[config.mk]
export PLATFORM = sky130hd
export DESIGN_NAME = euclidean_distance_engine
export DESIGN_NICKNAME = d
export VERILOG_FILES = /design/src/ede_pkg.sv /design/src/euclidean_distance_engine.sv /design/src/ede_front.sv /design/src/ede_job_fifo.sv /design/src/ede_back.sv
export VERILOG_INCLUDE_DIRS = /design/src /design/src/src
export SDC_FILE = /design/constraint.sdc
export NUM_CORES = 1
export LEC_CHECK = 0
export ABC_AREA = 1
export BUFFER_PORTS_ARGS = -buffer_cell sky130_fd_sc_hd__buf_2
export CORE_ASPECT_RATIO = 1.4
export CORE_UTILIZATION = 60
export CTS_BUF_LIST = sky130_fd_sc_hd__clkbuf_16
export CTS_CLUSTER_DIAMETER = 40
export DETAILED_ROUTE_END_ITERATION = 7
export HOLD_SLACK_MARGIN = 0.15
export PLACE_DENSITY_LB_ADDON = 0.2
export SKIP_LAST_GASP = 1
export SLEW_MARGIN = 20
export SYNTH_ARGS = -nofsm -noshare
export SYNTH_HDL_FRONTEND = slang
export SYNTH_SLANG_ARGS = --single-unit
[constraint.sdc]
create_clock -name clock -period 6.1 [get_ports clock]
set_input_delay 1.22 -clock clock [delete_from_list [all_inputs] [get_ports clock]]
set_output_delay 1.22 -clock clock [all_outputs]
set_load 0.02 [all_outputs]
[src/euclidean_distance_engine_macros.svh]
// euclidean_distance_engine_macros.svh
// Assertion macros shared by the RTL files of the Euclidean distance engine.
// No other file is needed; the macros compile to nothing when SYNTH is defined.
`ifndef EUCLIDEAN_DISTANCE_ENGINE_MACROS_SVH
`define EUCLIDEAN_DISTANCE_ENGINE_MACROS_SVH
`ifndef SYNTH
// Property that must hold at every clock edge outside reset.
`define EDE_ASSERT(label, clk, rst, prop, msg) \
   label: assert property (@(posedge clk) disable iff (rst) prop) else $error(msg);
// Condition that must never be true outside reset.
`define EDE_ASSERT_NEVER(label, clk, rst, expr, msg) \
   label: assert property (@(posedge clk) disable iff (rst) !(expr)) else $error(msg);
`else
`define EDE_ASSERT(label, clk, rst, prop, msg)
`define EDE_ASSERT_NEVER(label, clk, rst, expr, msg)
`endif
`endif

[src/ede_pkg.sv]
// ede_pkg.sv
// Types and fixed constants of the Euclidean distance engine.
// Used by every module of the engine; depends on nothing.
`timescale 1ns / 1ps

package ede_pkg;

   localparam int COORD_W    = 16;
   localparam int MAG_W      = 16;
   localparam int SQUARE_W   = 32;
   localparam int SUM_W      = 44;
   localparam int DIST_W     = 22;
   localparam int COUNT_W    = 32;
   localparam int LENGTH_W   = 11;
   localparam int ORDER_W    = 4;
   localparam int CSR_DATA_W = 11;
   localparam int CSR_ADDR_W = 1;

   // One root bit is resolved per step of the square root unit.
   localparam int ROOT_STEPS = DIST_W;
   localparam int STEP_W     = $clog2(ROOT_STEPS);
   localparam int REM_W      = DIST_W + 2;

   localparam logic [CSR_ADDR_W-1:0] CSR_VECTOR_LENGTH = 1'b0;
   localparam logic [CSR_ADDR_W-1:0] CSR_NORM_ORDER    = 1'b1;

   localparam logic [LENGTH_W-1:0] VECTOR_LENGTH_RESET = 11'd2;
   localparam logic [ORDER_W-1:0]  NORM_ORDER_RESET    = 4'd2;
   localparam logic [ORDER_W-1:0]  NORM_ORDER_L2       = 4'd2;

   localparam logic [COUNT_W-1:0]  COUNT_MAX = '1;

   typedef struct packed {
      logic [SUM_W-1:0] square_sum;
      logic             norm_is_l2;
   } job_type;

   typedef enum logic [1:0] {
      BACK_IDLE,
      BACK_ROOT,
      BACK_DONE
   } back_state_type;

endpackage

[src/euclidean_distance_engine.sv]
// euclidean_distance_engine.sv
// Top level of the Euclidean distance engine: front end, job queue, back end.
// Depends on ede_pkg, ede_front, ede_job_fifo and ede_back.
`timescale 1ns / 1ps

// Each request carries one coordinate pair (signed Q8.8); after vector_length
// requests one response gives the L2 distance (unsigned Q14.8, rounded to
// nearest, zero when norm_order is not 2) and the saturating count of distances.
// Requests are taken one per cycle while req_stall is low; the squared differences
// pass a three-stage multiply-accumulate pipeline. Each finished vector then waits
// in a queue of QUEUE_DEPTH entries for the square root unit, which resolves one
// root bit per cycle and then holds its result until the output is free. Requests
// stall while every queue slot is held by a vector whose last request has been
// taken and which the square root unit has not yet taken.

module euclidean_distance_engine
   import ede_pkg::*;
#(
   parameter int MAX_DIMENSION = 1024,
   parameter int QUEUE_DEPTH   = 4
) (
   input  logic                       clock,
   input  logic                       reset,
   input  logic                       csr_write_en,
   input  logic [CSR_ADDR_W-1:0]      csr_index,
   input  logic [CSR_DATA_W-1:0]      csr_write_data,
   input  logic                       req_valid,
   output logic                       req_stall,
   input  logic signed [COORD_W-1:0]  req_coord_first,
   input  logic signed [COORD_W-1:0]  req_coord_second,
   output logic                       rsp_valid,
   input  logic                       rsp_stall,
   output logic [DIST_W-1:0]          rsp_distance,
   output logic [COUNT_W-1:0]         rsp_distances_done
);

   logic    job_push;
   logic    job_pop;
   logic    queue_empty;
   job_type job_in;
   job_type job_out;

   ede_front #(
      .MAX_DIMENSION (MAX_DIMENSION),
      .QUEUE_DEPTH   (QUEUE_DEPTH)
   ) u_front (
      .clock            (clock),
      .reset            (reset),
      .csr_write_en     (csr_write_en),
      .csr_index        (csr_index),
      .csr_write_data   (csr_write_data),
      .req_valid        (req_valid),
      .req_stall        (req_stall),
      .req_coord_first  (req_coord_first),
      .req_coord_second (req_coord_second),
      .job_push         (job_push),
      .job_data         (job_in),
      .job_pop          (job_pop)
   );

   ede_job_fifo #(
      .DEPTH (QUEUE_DEPTH)
   ) u_queue (
      .clock    (clock),
      .reset    (reset),
      .push     (job_push),
      .push_job (job_in),
      .pop      (job_pop),
      .pop_job  (job_out),
      .empty    (queue_empty)
   );

   ede_back u_back (
      .clock              (clock),
      .reset              (reset),
      .job_valid          (!queue_empty),
      .job_data           (job_out),
      .job_pop            (job_pop),
      .rsp_valid          (rsp_valid),
      .rsp_stall          (rsp_stall),
      .rsp_distance       (rsp_distance),
      .rsp_distances_done (rsp_distances_done)
   );

endmodule

[src/ede_front.sv]
// ede_front.sv
// Front end: configuration registers, request intake and the squared-difference
// accumulator. Depends on ede_pkg and the assertion macros.
`timescale 1ns / 1ps
`include "euclidean_distance_engine_macros.svh"

module ede_front
   import ede_pkg::*;
#(
   parameter int MAX_DIMENSION = 1024,
   parameter int QUEUE_DEPTH   = 4
) (
   input  logic                         clock,
   input  logic                         reset,
   input  logic                         csr_write_en,
   input  logic [CSR_ADDR_W-1:0]        csr_index,
   input  logic [CSR_DATA_W-1:0]        csr_write_data,
   input  logic                         req_valid,
   output logic                         req_stall,
   input  logic signed [COORD_W-1:0]    req_coord_first,
   input  logic signed [COORD_W-1:0]    req_coord_second,
   output logic                         job_push,
   output job_type                      job_data,
   input  logic                         job_pop
);

   localparam int POS_W    = $clog2(MAX_DIMENSION);
   localparam int LEN_W    = $clog2(MAX_DIMENSION + 1);
   localparam int CMP_W    = (LEN_W > LENGTH_W) ? LEN_W : LENGTH_W;
   localparam int CREDIT_W = $clog2(QUEUE_DEPTH + 1);

   logic [LENGTH_W-1:0]   vector_length_ff, vector_length_in;
   logic [ORDER_W-1:0]    norm_order_ff, norm_order_in;
   logic [POS_W-1:0]      pos_ff, pos_in;
   logic [CREDIT_W-1:0]   credit_ff, credit_in;
   logic                  s1_valid_ff, s1_valid_in;
   logic                  s1_last_ff, s1_last_in;
   logic [MAG_W-1:0]      s1_mag_ff, s1_mag_in;
   logic                  s2_valid_ff, s2_valid_in;
   logic                  s2_last_ff, s2_last_in;
   logic [SQUARE_W-1:0]   s2_square_ff, s2_square_in;
   logic [SUM_W-1:0]      sum_ff, sum_in;

   logic                  accept;
   logic                  last;
   logic [CMP_W-1:0]      len_wide;
   logic [LEN_W-1:0]      len;
   logic [LEN_W-1:0]      pos_next;
   logic signed [COORD_W:0] diff;
   logic [COORD_W:0]      diff_abs;
   logic [SUM_W-1:0]      sum_added;

   assign req_stall = (credit_ff == CREDIT_W'(QUEUE_DEPTH));
   assign accept    = req_valid && !req_stall;

   always_comb begin
      vector_length_in = vector_length_ff;
      norm_order_in    = norm_order_ff;
      if (csr_write_en) begin
         unique case (csr_index)
            CSR_VECTOR_LENGTH: vector_length_in = csr_write_data[LENGTH_W-1:0];
            CSR_NORM_ORDER:    norm_order_in    = csr_write_data[ORDER_W-1:0];
            default: ;
         endcase
      end
   end

   // A length of zero acts as one; lengths beyond the build limit are clamped.
   always_comb begin
      len_wide = CMP_W'(vector_length_ff);
      if (len_wide == '0) begin
         len_wide = CMP_W'(1);
      end else if (len_wide > CMP_W'(MAX_DIMENSION)) begin
         len_wide = CMP_W'(MAX_DIMENSION);
      end
      len      = len_wide[LEN_W-1:0];
      pos_next = LEN_W'(pos_ff) + LEN_W'(1);
      last     = (pos_next >= len);
   end

   always_comb begin
      pos_in = pos_ff;
      if (accept) begin
         pos_in = last ? '0 : pos_next[POS_W-1:0];
      end
      credit_in = credit_ff;
      if ((accept && last) && !job_pop) begin
         credit_in = credit_ff + CREDIT_W'(1);
      end else if (!(accept && last) && job_pop) begin
         credit_in = credit_ff - CREDIT_W'(1);
      end
   end

   always_comb begin
      diff       = $signed({req_coord_first[COORD_W-1], req_coord_first})
                 - $signed({req_coord_second[COORD_W-1], req_coord_second});
      diff_abs   = diff[COORD_W] ? (COORD_W + 1)'(-diff) : (COORD_W + 1)'(diff);
      s1_valid_in = accept;
      s1_last_in  = last;
      s1_mag_in   = diff_abs[MAG_W-1:0];

      s2_valid_in  = s1_valid_ff;
      s2_last_in   = s1_last_ff;
      s2_square_in = s1_mag_ff * s1_mag_ff;

      sum_added = sum_ff + SUM_W'(s2_square_ff);
      job_push  = s2_valid_ff && s2_last_ff;
      job_data.square_sum = sum_added;
      job_data.norm_is_l2 = (norm_order_ff == NORM_ORDER_L2);
      sum_in = sum_ff;
      if (job_push) begin
         sum_in = '0;
      end else if (s2_valid_ff) begin
         sum_in = sum_added;
      end
   end

   always_ff @(posedge clock) begin
      if (reset) begin
         vector_length_ff <= VECTOR_LENGTH_RESET;
         norm_order_ff    <= NORM_ORDER_RESET;
         pos_ff           <= '0;
         credit_ff        <= '0;
         s1_valid_ff      <= 1'b0;
         s2_valid_ff      <= 1'b0;
         sum_ff           <= '0;
      end else begin
         vector_length_ff <= vector_length_in;
         norm_order_ff    <= norm_order_in;
         pos_ff           <= pos_in;
         credit_ff        <= credit_in;
         s1_valid_ff      <= s1_valid_in;
         s2_valid_ff      <= s2_valid_in;
         sum_ff           <= sum_in;
      end
   end

   always_ff @(posedge clock) begin
      s1_last_ff   <= s1_last_in;
      s1_mag_ff    <= s1_mag_in;
      s2_last_ff   <= s2_last_in;
      s2_square_ff <= s2_square_in;
   end

   // Every finished vector holds a queue slot from intake until the back end takes it.
   `EDE_ASSERT(a_credit_bound, clock, reset, credit_ff <= CREDIT_W'(QUEUE_DEPTH), "credit overflow")

endmodule

[src/ede_job_fifo.sv]
// ede_job_fifo.sv
// Short queue of finished square sums between the front and back ends.
// Depends on ede_pkg and the assertion macros.
`timescale 1ns / 1ps
`include "euclidean_distance_engine_macros.svh"

module ede_job_fifo
   import ede_pkg::*;
#(
   parameter int DEPTH = 4
) (
   input  logic    clock,
   input  logic    reset,
   input  logic    push,
   input  job_type push_job,
   input  logic    pop,
   output job_type pop_job,
   output logic    empty
);

   localparam int PTR_W   = $clog2(DEPTH);
   localparam int COUNT_W = $clog2(DEPTH + 1);

   job_type            slot_ff [DEPTH];
   logic [PTR_W-1:0]   wr_ptr_ff, wr_ptr_in;
   logic [PTR_W-1:0]   rd_ptr_ff, rd_ptr_in;
   logic [COUNT_W-1:0] count_ff, count_in;
   logic               full;

   assign empty   = (count_ff == '0);
   assign full    = (count_ff == COUNT_W'(DEPTH));
   assign pop_job = slot_ff[rd_ptr_ff];

   always_comb begin
      wr_ptr_in = wr_ptr_ff;
      rd_ptr_in = rd_ptr_ff;
      count_in  = count_ff;
      if (push) begin
         wr_ptr_in = (wr_ptr_ff == PTR_W'(DEPTH - 1)) ? '0 : wr_ptr_ff + PTR_W'(1);
      end
      if (pop) begin
         rd_ptr_in = (rd_ptr_ff == PTR_W'(DEPTH - 1)) ? '0 : rd_ptr_ff + PTR_W'(1);
      end
      if (push && !pop) begin
         count_in = count_ff + COUNT_W'(1);
      end else if (!push && pop) begin
         count_in = count_ff - COUNT_W'(1);
      end
   end

   always_ff @(posedge clock) begin
      if (reset) begin
         wr_ptr_ff <= '0;
         rd_ptr_ff <= '0;
         count_ff  <= '0;
      end else begin
         wr_ptr_ff <= wr_ptr_in;
         rd_ptr_ff <= rd_ptr_in;
         count_ff  <= count_in;
      end
   end

   always_ff @(posedge clock) begin
      if (push) begin
         slot_ff[wr_ptr_ff] <= push_job;
      end
   end

   `EDE_ASSERT_NEVER(a_no_overflow, clock, reset, push && full && !pop, "push into full queue")

endmodule

[src/ede_back.sv]
// ede_back.sv
// Back end: bit-serial square root with round to nearest, distance counter
// and the result register. Depends on ede_pkg and the assertion macros.
`timescale 1ns / 1ps
`include "euclidean_distance_engine_macros.svh"

module ede_back
   import ede_pkg::*;
(
   input  logic                clock,
   input  logic                reset,
   input  logic                job_valid,
   input  job_type             job_data,
   output logic                job_pop,
   output logic                rsp_valid,
   input  logic                rsp_stall,
   output logic [DIST_W-1:0]   rsp_distance,
   output logic [COUNT_W-1:0]  rsp_distances_done
);

   back_state_type       state_ff, state_in;
   logic [STEP_W-1:0]    step_ff, step_in;
   logic [SUM_W-1:0]     radicand_ff, radicand_in;
   logic [DIST_W-1:0]    root_ff, root_in;
   logic [REM_W-1:0]     rem_ff, rem_in;
   logic                 norm_ok_ff, norm_ok_in;
   logic [COUNT_W-1:0]   count_ff, count_in;
   logic                 rsp_valid_ff, rsp_valid_in;
   logic [DIST_W-1:0]    rsp_distance_ff, rsp_distance_in;
   logic [COUNT_W-1:0]   rsp_done_ff, rsp_done_in;

   logic [REM_W+1:0]     rem_shift;
   logic [REM_W+1:0]     trial;
   logic                 out_free;
   logic                 round_up;

   assign rsp_valid          = rsp_valid_ff;
   assign rsp_distance       = rsp_distance_ff;
   assign rsp_distances_done = rsp_done_ff;
   assign out_free           = !rsp_valid_ff || !rsp_stall;

   always_comb begin
      state_in        = state_ff;
      step_in         = step_ff;
      radicand_in     = radicand_ff;
      root_in         = root_ff;
      rem_in          = rem_ff;
      norm_ok_in      = norm_ok_ff;
      count_in        = count_ff;
      rsp_valid_in    = rsp_valid_ff && rsp_stall;
      rsp_distance_in = rsp_distance_ff;
      rsp_done_in     = rsp_done_ff;
      job_pop         = 1'b0;

      // Bring down the next two radicand bits and try the next root bit.
      rem_shift = {rem_ff, radicand_ff[SUM_W-1 -: 2]};
      trial     = (REM_W + 2)'({root_ff, 2'b01});
      round_up  = (rem_ff > REM_W'(root_ff));

      unique case (state_ff)
         BACK_IDLE: begin
            if (job_valid) begin
               job_pop     = 1'b1;
               radicand_in = job_data.square_sum;
               norm_ok_in  = job_data.norm_is_l2;
               root_in     = '0;
               rem_in      = '0;
               step_in     = '0;
               state_in    = BACK_ROOT;
            end
         end
         BACK_ROOT: begin
            radicand_in = radicand_ff << 2;
            if (rem_shift >= trial) begin
               rem_in  = REM_W'(rem_shift - trial);
               root_in = {root_ff[DIST_W-2:0], 1'b1};
            end else begin
               rem_in  = rem_shift[REM_W-1:0];
               root_in = {root_ff[DIST_W-2:0], 1'b0};
            end
            step_in = step_ff + STEP_W'(1);
            if (step_ff == STEP_W'(ROOT_STEPS - 1)) begin
               state_in = BACK_DONE;
            end
         end
         BACK_DONE: begin
            // The remainder is the radicand minus the root squared.
            if (out_free) begin
               if (count_ff != COUNT_MAX) begin
                  count_in = count_ff + COUNT_W'(1);
               end
               rsp_valid_in    = 1'b1;
               rsp_done_in     = count_in;
               rsp_distance_in = norm_ok_ff ? root_ff + DIST_W'(round_up) : '0;
               state_in        = BACK_IDLE;
            end
         end
         default: state_in = BACK_IDLE;
      endcase
   end

   always_ff @(posedge clock) begin
      if (reset) begin
         state_ff     <= BACK_IDLE;
         step_ff      <= '0;
         count_ff     <= '0;
         rsp_valid_ff <= 1'b0;
      end else begin
         state_ff     <= state_in;
         step_ff      <= step_in;
         count_ff     <= count_in;
         rsp_valid_ff <= rsp_valid_in;
      end
   end

   always_ff @(posedge clock) begin
      radicand_ff     <= radicand_in;
      root_ff         <= root_in;
      rem_ff          <= rem_in;
      norm_ok_ff      <= norm_ok_in;
      rsp_distance_ff <= rsp_distance_in;
      rsp_done_ff     <= rsp_done_in;
   end

   `EDE_ASSERT(a_pop_idle, clock, reset, job_pop |-> state_ff == BACK_IDLE, "pop outside idle")
   `EDE_ASSERT(a_step_range, clock, reset, state_ff == BACK_ROOT |-> step_ff < STEP_W'(ROOT_STEPS), "root step out of range")
   `EDE_ASSERT(a_count_sticky, clock, reset, count_ff != '0 |=> count_ff != '0, "distance count went back to zero")

endmodule
# ---- After elaboration in Yosys (flattened, before gate mapping)
# Memories as Yosys holds them, arrays and structs flattened. A register that Yosys moved wholly into a read port is not among the register bits.
# Index checks and enable logic that the tools add are counted.
# Widths: inputs -> output; s select.
dict set report word_totals {
  elab_cells 118
  mem_count 1
  inputBits 49
  output_inout_bits 56
  ramBits 180
  register_bits 316
}
dict set report op_classes {
  n_addsub 14
  reduce_logical 28
  n_lt_le_gt_ge 4
  n_bitwise 2
  n_eq_ne 11
  n_mul 1
  muxes 33
}
# memory words width read_ports rd_ports_with_merged_regs write_ports line
set memory_table {}
lappend memory_table {u_queue.slot_ff 4 45 1 1 1 ede_job_fifo.sv:24} ;# job_type slot_ff [DEPTH];
# operator count
set op_table {}
lappend op_table {{$pmux 44 s2} 1}
lappend op_table {{$mux 24} 2}
lappend op_table {{$pmux 24 s2} 1}
lappend op_table {{$add 44x32->44} 1}
lappend op_table {{$mux 44} 1}
lappend op_table {{$pmux 22 s2} 1}
lappend op_table {{$add 32x1->32 const B} 1}
lappend op_table {{$mul 16x16->32} 1}
lappend op_table {{$mux 32} 1}
lappend op_table {{$ne 32x32->1 const B} 1}
lappend op_table {{$ge 26x24->1} 1}
lappend op_table {{$gt 24x22->1} 1}
lappend op_table {{$sub 24x24->24} 1}
lappend op_table {{$add 22x1->22} 1}
lappend op_table {{$mux 11} 2}
lappend op_table {{$mux 22} 1}
lappend op_table {{$sub 16x16->17} 1}
lappend op_table {{$mux 16} 1}
lappend op_table {{$neg 16->16} 1}
lappend op_table {{$mux 2} 7}
lappend op_table {{$mux 3} 4}
lappend op_table {{$add 10x1->11 const B} 1}
lappend op_table {{$ge 11x11->1} 1}
lappend op_table {{$gt 11x11->1 const B} 1}
lappend op_table {{other kinds (27)} 58}

# ---- Depth between registers and ports, before layout
# Gate-level depths: netlist of run 1.
dict set report logic_depth {
  depth_word 9
  depth_mapped 26
  depth_no_buf 24
}

# ---- Cells and area by module
# Synthesis of run 1 repeated with hierarchy kept, for this count alone.
dict set report unflattened {
  cells_unflattened 4141
  area_unflattened_um2 33644.8
}
# module cells_per_inst seq_area_each_um2 area_per_inst_um2 n_inst
set by_module_without_submodules {}
lappend by_module_without_submodules {ede_front 2345 2462.4 16082.9 1}
lappend by_module_without_submodules {ede_back 1302 5154.9 10410.0 1}
lappend by_module_without_submodules {ede_job_fifo 493 5585.4 7148.1 1}
lappend by_module_without_submodules {euclidean_distance_engine 1 0.0 3.8 1}

# ---- Worst setup path before layout of run 1
# OpenSTA, ideal clock, no wires.
dict set report synth_path {
  kind {register -> register}
  start {register u_front.s1_mag_ff[4]}
  end {register u_front.s2_square_ff[30]}
  path_slack_ns 0.617
  setup_ns 0.123
  arrival_ns 5.360
  synth_period_minus_slack_ns 5.483
  stages_incl_launch_ff 22
  t_required_ns 5.977
  path_buffers 2
  path_cell_list {dfxtp_1 > clkbuf_1 > clkbuf_1 > nand2_1 > fa_1 > inv_1 > fa_1 > fa_1 > fa_1 > fa_1 > inv_1 > fa_1 > inv_1 > ha_1 > nand2_1 > inv_1 > nand3_1 > nor2_1 > nand4_1 > nand3_1 > a21oi_1 > xor2_1}
}
dict set report synth_between {
  elab_chain_cells 1
}
# item line
set synth_lines {}
lappend synth_lines {{start, declared} ede_front.sv:38} ;# logic [MAG_W-1:0] s1_mag_ff, s1_mag_in;
lappend synth_lines {{start signal, assigned} ede_front.sv:140} ;# s1_mag_ff <= s1_mag_in;
lappend synth_lines {{$mul 16x16->32} ede_front.sv:104} ;# s2_square_in = s1_mag_ff * s1_mag_ff;
lappend synth_lines {{net u_front.s2_square_in[30]} ede_front.sv:41} ;# logic [SQUARE_W-1:0] s2_square_ff, s2_square_in;
lappend synth_lines {{end signal, assigned} ede_front.sv:142} ;# s2_square_ff <= s2_square_in;
lappend synth_lines {{end, declared} ede_front.sv:41}
# The timed path passes the listed nets, and every way through them passes these cells.
# A chain may end at the register's enable or synchronous reset.

# ---- Worst setup path in the final report of run 1
dict set report layout_path {
  start {register u_front.s1_mag_ff[2]}
  end {register u_front.s2_square_ff[23]}
}
# The elaborated chain is that of the path after synthesis.

==> reports/qor.yml, run 1 <==
critical_path:
  critPathLaunch: "u_front.s1_mag_ff[2]"
  crit_path_top_delay_cell: "dfxtp_1"
  critPathMaxFanout: 11
  worstSetupStartpointType: "flip-flop"
  cp.arrival_ns: 6.34
  crit_buf_inv: 7
  cpPeakStageDelay_ns: 0.67
  cp_top_family: "adder cells"
  crit_type: "flip-flop to flip-flop"
  reg2reg_slack_ns: 0.31
  worstPathRequired_ns: 6.65
  r2r-start: "u_front.s1_mag_ff[2]"
  end_kind: "flip-flop"
  path_cells: "buf_4 -> nand2_1 -> inv_1 -> fa_1 -> inv_1 -> fa_1 -> inv_1 -> fa_1 -> fa_1 -> fa_1 -> inv_1 -> fa_1 -> inv_1 -> ha_1 -> inv_1 -> o21bai_1 -> a21boi_0 -> nand2_1 -> nand2_1 -> o21ai_0 -> xor2_1"
timing:
  clock_skew_ns: 0.0205
  rsz0062_at_grt: "no"
  finalHoldViolations: 0
  worst_slack_ns: 0.307
  tightestPinTransition_ns: 1.09
  finalCritPeriodShare: 0.950
  slew_headroom: 0.268
  final.setup.tns_ns: 0
  fmax_mhz: 173
  setup_viol: 0
  maxSlewViolCount: 0
  period_minus_slack_ns: 5.79
die:
  fp.coreArea_um2: 54300
  dieArea_um2: 56200
  start_util: 0.610
  die_x_um: 201
  die_y_um: 280
  row_count: 101
  io_pins: 105
cells_and_area:
  final_net_count: 4519
  drive_gt1_frac: 0.0811
  fin_area_um2: 36300
  syn_to_final_growth_pct: 9.57
  antenna_cells: 0
routing:
  viasPerCell: 5.35
  vias: 26100
  wl_per_cell_um: 15.9
  postRouteAntennaNets: 0
  drt-initial-drc-count: 1346
  wl_um: 77600
  drc: 0
  drtPass1Iterations: 8
global_routing:
  grt_pass1_wl_um: 127000
  grt-ovfl-total: 0
  grt_max_degree: 91
  antenna_found_initial: 0
  grt_util_all_layers: 0.279
  grt_pass1_vias: 26100
clock_tree:
  tritoncts: "yes"
  clkSlewWorstSetupHoldPaths_ns: 0.07
  htreeDepth: 2
  clock_latency_ns: 0.63
  numCtsBuffers: 58
  cts_root_buf: "clkbuf_16"
  cts.sinks: 497
  clockBufferDepth: 3
  cts_setup_buffers: 0
synthesis:
  synth_top_flop_cell: "edfxtp_1"
  ys_seq_area_frac: 0.398
  syn_area_um2: 33100
  async_flop_share: 0
  syn_inst: 4025
  synth_nets: 4438
  avgSynthCellArea_um2: 8.23
  ys_ff_latch: 497
  synth_edf_count: 325
  ys_warn_count: 0
  synth_cell_types: 57
placement:
  dp_hpwl_um: 57900
  place.gp.congestion: 0.995
  dpl-instance-area_um2: 34300
  port_buffers: 104
  post-place-ws_ns: 0.210
status:
  outcome: "complete, no violations"
min_path:
  min_path_type: "flip-flop to flip-flop"
  hp-start: "u_front.s1_last_ff"
job:
  cap_violations: 0
[per-layer routing]
| layer | share of wire | GRT usage | routed length, µm | up-vias |
|---|---|---|---|---|
| li1 | - | - | - | 13000 |
| met1 | 0.37 | 0.292 | 28900 | 12200 |
| met2 | 0.54 | 0.550 | 42300 | 662 |
| met3 | 0.037 | 0.0287 | 2860 | 208 |
| met4 | 0.046 | 0.134 | 3560 | 0 |
| met5 | 0 | 0 | 0 | - |
[final timing paths]
kind	endpoint	cells after the start
max reg2reg	u_front.s2_square_ff[23]	21
min reg2reg	u_front.s2_last_ff	0
min	u_front.s2_last_ff	0
max	u_front.s2_square_ff[23]	21
[sequential cells by signal, indices dropped and copies added (netlist names), 22 cells and up, named ones only]
signal                     cells
u_back.count_ff               32
u_back.radicand_ff            44
u_back.rem_ff                 24
u_back.root_ff                22
u_back.rsp_distance           22
u_back.rsp_distances_done     32
u_front.s2_square_ff          31
u_front.sum_ff                44
u_queue.slot_ff              180
[layout make-up]
type / instances / area, µm²
Fill cell: 4513 / 18000
Sequential cell: 497 / 13200
Timing Repair Buffer: 136 / 761
Tap cell: 721 / 902
Multi-Input combinational cell: 2705 / 16800
Inverter: 708 / 2670
Clock inverter: 49 / 448
Clock buffer: 61 / 1530
[kinds of logic after synthesis]
logic type | share of synthesized area
xor gates and xnor gates | 0.0262
adders and majority gates | 0.175
DFF | 0.398
buffers and inverters | 0.0960
and+or+nand+nor | 0.214
AOI/OAI and AO/OA | 0.0904
[cells in the final DEF, fill, tap and decap left out, drive strengths merged, types with 2 or more instances in the layout]
cell type	Yosys	routed
xor2	76	76
fa	167	167
bufinv	0	2
xnor2	23	23
nor2	605	605
o22ai	4	4
ha	197	197
inv	705	727
a21oi	188	188
buf	22	136
edfxtp	325	325
nand3b	3	3
and2	6	6
nand2	782	782
nand4	36	36
a21boi	2	2
a22oi	2	2
a31oi	48	48
o21bai	12	12
nor4	12	12
nand3	176	176
a211oi	6	6
clkinv	3	22
o21a	2	2
o31ai	2	2
nor3b	2	2
a31o	2	2
nor3	58	58
clkinvlp	0	6
o21ai	264	264
a21o	10	10
dfxtp	172	172
clkbuf	93	61
or2	12	12
o211ai	5	5
[cells in the mapped netlist, drive strengths merged (22+ instances only)]
cell type	number	area [µm²]
xnor2	23	201
clkbuf	93	353
nand2	782	2980
nand3	176	946
xor2	76	666
ha	197	2460
edfxtp	325	9760
nor3	58	359
nand4	36	240
o21ai	264	1320
fa	167	3340
inv	705	2650
a21oi	188	971
a31oi	48	300
buf	22	168
nor2	605	2330
dfxtp	172	3440
[per-stage QoR]
stage / utilization / std cells / hold slack (ns)
3_3_place_gp: 0.632 / 4767 / 0.316
2_1_floorplan: - / 4025 / 0.310
5_1_grt: 0.668 / 4877 / 0.330
3_5_place_dp: 0.632 / 4767 / 0.328
6_report: 0.668 / 4877 / 0.327
4_1_cts: 0.668 / 4877 / 0.329
[repair_timing]
action                                  4_1_cts  5_1_grt
endpoints found under the hold margin         0        0
hold buffers                                  0        0
endpoints found under the setup margin        0        6
resized for setup                             0        7
Power of run 1 is left out: the tool's default activity adds up to more than one toggle a clock period on the data nets, which glitch-free logic cannot reach.
==> run 2: changes to the inputs <==
Settings changed: SYNTH_HIERARCHICAL from default to 1.
==> reports/qor.yml, run 2 <==
die:
  dieArea_um2: 57000
  die_y_um: 282
  row_count: 102
  fp.coreArea_um2: 55400
  io_pins: 105
  start_util: 0.607
  die_x_um: 202
synthesis:
  synth_compound_area_frac: 0.0804
  synth_top_area_cell: "edfxtp_1"
  synth_nets: 4554
  synth_edf_count: 325
  synth_mux_area_frac: 0
  synth_top_area_share: 0.290
  synthAdderAreaFrac: 0.173
  ys_warn_count: 6
  syn_inst: 4141
  synth_most_common_cell: "nand2_1"
  ys_top_cells_by_count: "nand2_1 (967), inv_1 (739), nor2_1 (463), edfxtp_1 (325), ha_1 (197)"
  ys_seq_area_frac: 0.392
  synth-xor-area-share: 0.0250
  ys_ff_latch: 497
  synth_simple_gate_area_frac: 0.228
  avgSynthCellArea_um2: 8.12
  synth_area_leaders: "edfxtp_1 (29%), nand2_1 (11%), dfxtp_1 (10%), fa_1 (9.9%), inv_1 (8.2%)"
  synth_top_flop_cell: "edfxtp_1"
  async_flop_share: 0
  synth_cell_types: 58
  synth_top_family_by_area: "simple AND/OR/NAND/NOR gates"
  syn_area_um2: 33600
placement:
  dpl-instance-area_um2: 34700
  dpl.cell_count: 4896
  dp_hpwl_um: 58600
  place.gp.congestion: 1.01
  port_buffers: 104
timing:
  slew_headroom: 0.306
  finalHoldViolations: 0
  rsz0062_at_grt: "no"
  tightestPinTransition_ns: 1.04
  final.setup.tns_ns: 0
  setup_viol: 0
  period_minus_slack_ns: 5.86
  finalCritPeriodShare: 0.960
  clock_skew_ns: 0.0159
  fmax_mhz: 171
  maxSlewViolCount: 0
  timing.hold.ws_ns: 0.337
clock_tree:
  cts.sinks: 497
  tritoncts: "yes"
  clock_latency_ns: 0.63
  cts_hold_buf: 0
  clkSlewWorstSetupHoldPaths_ns: 0.07
  htreeDepth: 2
  cts_resized: 0
  clockBufferDepth: 3
  numCtsBuffers: 57
  cts_setup_buffers: 0
  cts_root_buf: "clkbuf_16"
cells_and_area:
  fin_cells: 5004
  nFillCells: 4761
  largest_register_ffs: 180
  antenna_cells: 0
  reg_top3: "u_queue/slot_ff (180), u_back/radicand_ff (44), u_front/sum_ff (44)"
  final_net_count: 4640
  final_common_cell: "nand2_1"
  syn_to_final_growth_pct: 8.96
  layout_common_cells: "nand2_1 (967), inv_1 (737), nor2_1 (462)"
  fin_area_um2: 36700
  largest_register: "u_queue/slot_ff"
  drive_gt1_frac: 0.0828
routing:
  wl_um: 78100
  wl_per_cell_um: 15.6
  vias: 26700
  drt-initial-drc-count: 1387
  drtPass1Iterations: 7
  postRouteAntennaNets: 0
  viasPerCell: 5.33
  drc: 0
status:
  outcome: "complete, no violations"
critical_path:
  end_kind: "flip-flop"
  worstSetupStartpointType: "flip-flop"
  r2r_end: "u_front/s2_square_ff[25]"
  reg2reg_slack_ns: 0.24
  critPathMaxFanout: 13
  cp.arrival_ns: 6.41
  reg2reg_depth: 20
  r2r-start: "u_front/s1_mag_ff[1]"
  worstPathRequired_ns: 6.65
  crit_type: "flip-flop to flip-flop"
global_routing:
  grt_pass1_wl_um: 129000
  grt-ovfl-total: 0
  grt_max_degree: 91
  grt_pass1_vias: 27000
  grt_util_all_layers: 0.281
  antenna_found_initial: 0
min_path:
  min_path_cells: 0
  min_path_type: "flip-flop to flip-flop"
  hp-start: "u_front/s1_last_ff"
  whs_endpoint: "u_front/s2_last_ff"
job:
  cap_violations: 0
==> run 2: cell types whose count changed after synthesis, moves of 26 or more <==
cell / delta
clkbuf_1: -26
inv_1: +42
nand2_1: +199
o22ai_1: +42
a31oi_1: -42
nor2_1: -123
o21ai_0: -122
o21ai_1: +98
==> run 2: worst max-delay path: stages, from the launching register on <==
cell     delay (ns)
dfxtp_1        0.65
nand2_1        0.19
xor2_1         0.19
ha_1           0.27
inv_1          0.05
fa_1           0.52
inv_1          0.06
fa_1           0.50
fa_1           0.52
fa_1           0.55
inv_1          0.06
fa_1           0.53
inv_1          0.04
ha_1           0.34
nand2_1        0.09
nor2_1         0.22
inv_1          0.14
nor3_1         0.45
nand3_1        0.14
nand3_1        0.12
xor2_1         0.13
==> run 2: layer usage <==
| layer | global-route usage | share of wire | wire, µm |
|---|---|---|---|
| met1 | 0.299 | 0.38 | 29900 |
| met2 | 0.546 | 0.54 | 41900 |
| met3 | 0.0287 | 0.034 | 2660 |
| met4 | 0.141 | 0.047 | 3640 |
| met5 | 0 | 0 | 0 |
==> run 2: worst max-delay path by stage <==
stage	start	endpoint	slack (ns)
after detailed placement	u_front/s1_mag_ff[6]	u_front/s2_square_ff[25]	0.19
after CTS	u_front/s1_mag_ff[6]	u_front/s2_square_ff[25]	0.19
after global routing	u_front/s1_mag_ff[1]	u_front/s2_square_ff[31]	0.02
after global placement	u_front/s1_mag_ff[6]	u_front/s2_square_ff[25]	0.20
after floorplan	u_front/s1_mag_ff[14]	u_front/s2_square_ff[28]	0.65
final	u_front/s1_mag_ff[1]	u_front/s2_square_ff[25]	0.24
==> run 2: stage by stage <==
step,setup WS (ns),utilization
after floorplan,0.647,-
after global placement,0.204,0.627
after detailed placement,0.185,0.627
after CTS,0.190,0.662
after global routing,0.0222,0.662
final,0.243,0.662
==> run 2: kinds of logic (layout without fill, tap and decap cells) <==
family,count (synthesis),after routing
compound gates,503,503
buf+inv,863,998
flops,497,497
fa+ha+maj,364,364
xor+xnor,95,95
simple gates,1819,1819
==> run 2: final cells by class <==
class	instances	area (µm²)	share of cell area
Clock inverter	50	450	0.0123
Inverter	756	2850	0.0779
Sequential cell	497	13200	0.361
Clock buffer	58	1450	0.0396
Timing Repair Buffer	134	746	0.0203
Multi-Input combinational cell	2781	17000	0.465
Tap cell	728	911	0.0248
Power of run 2 is left out for the same reason.
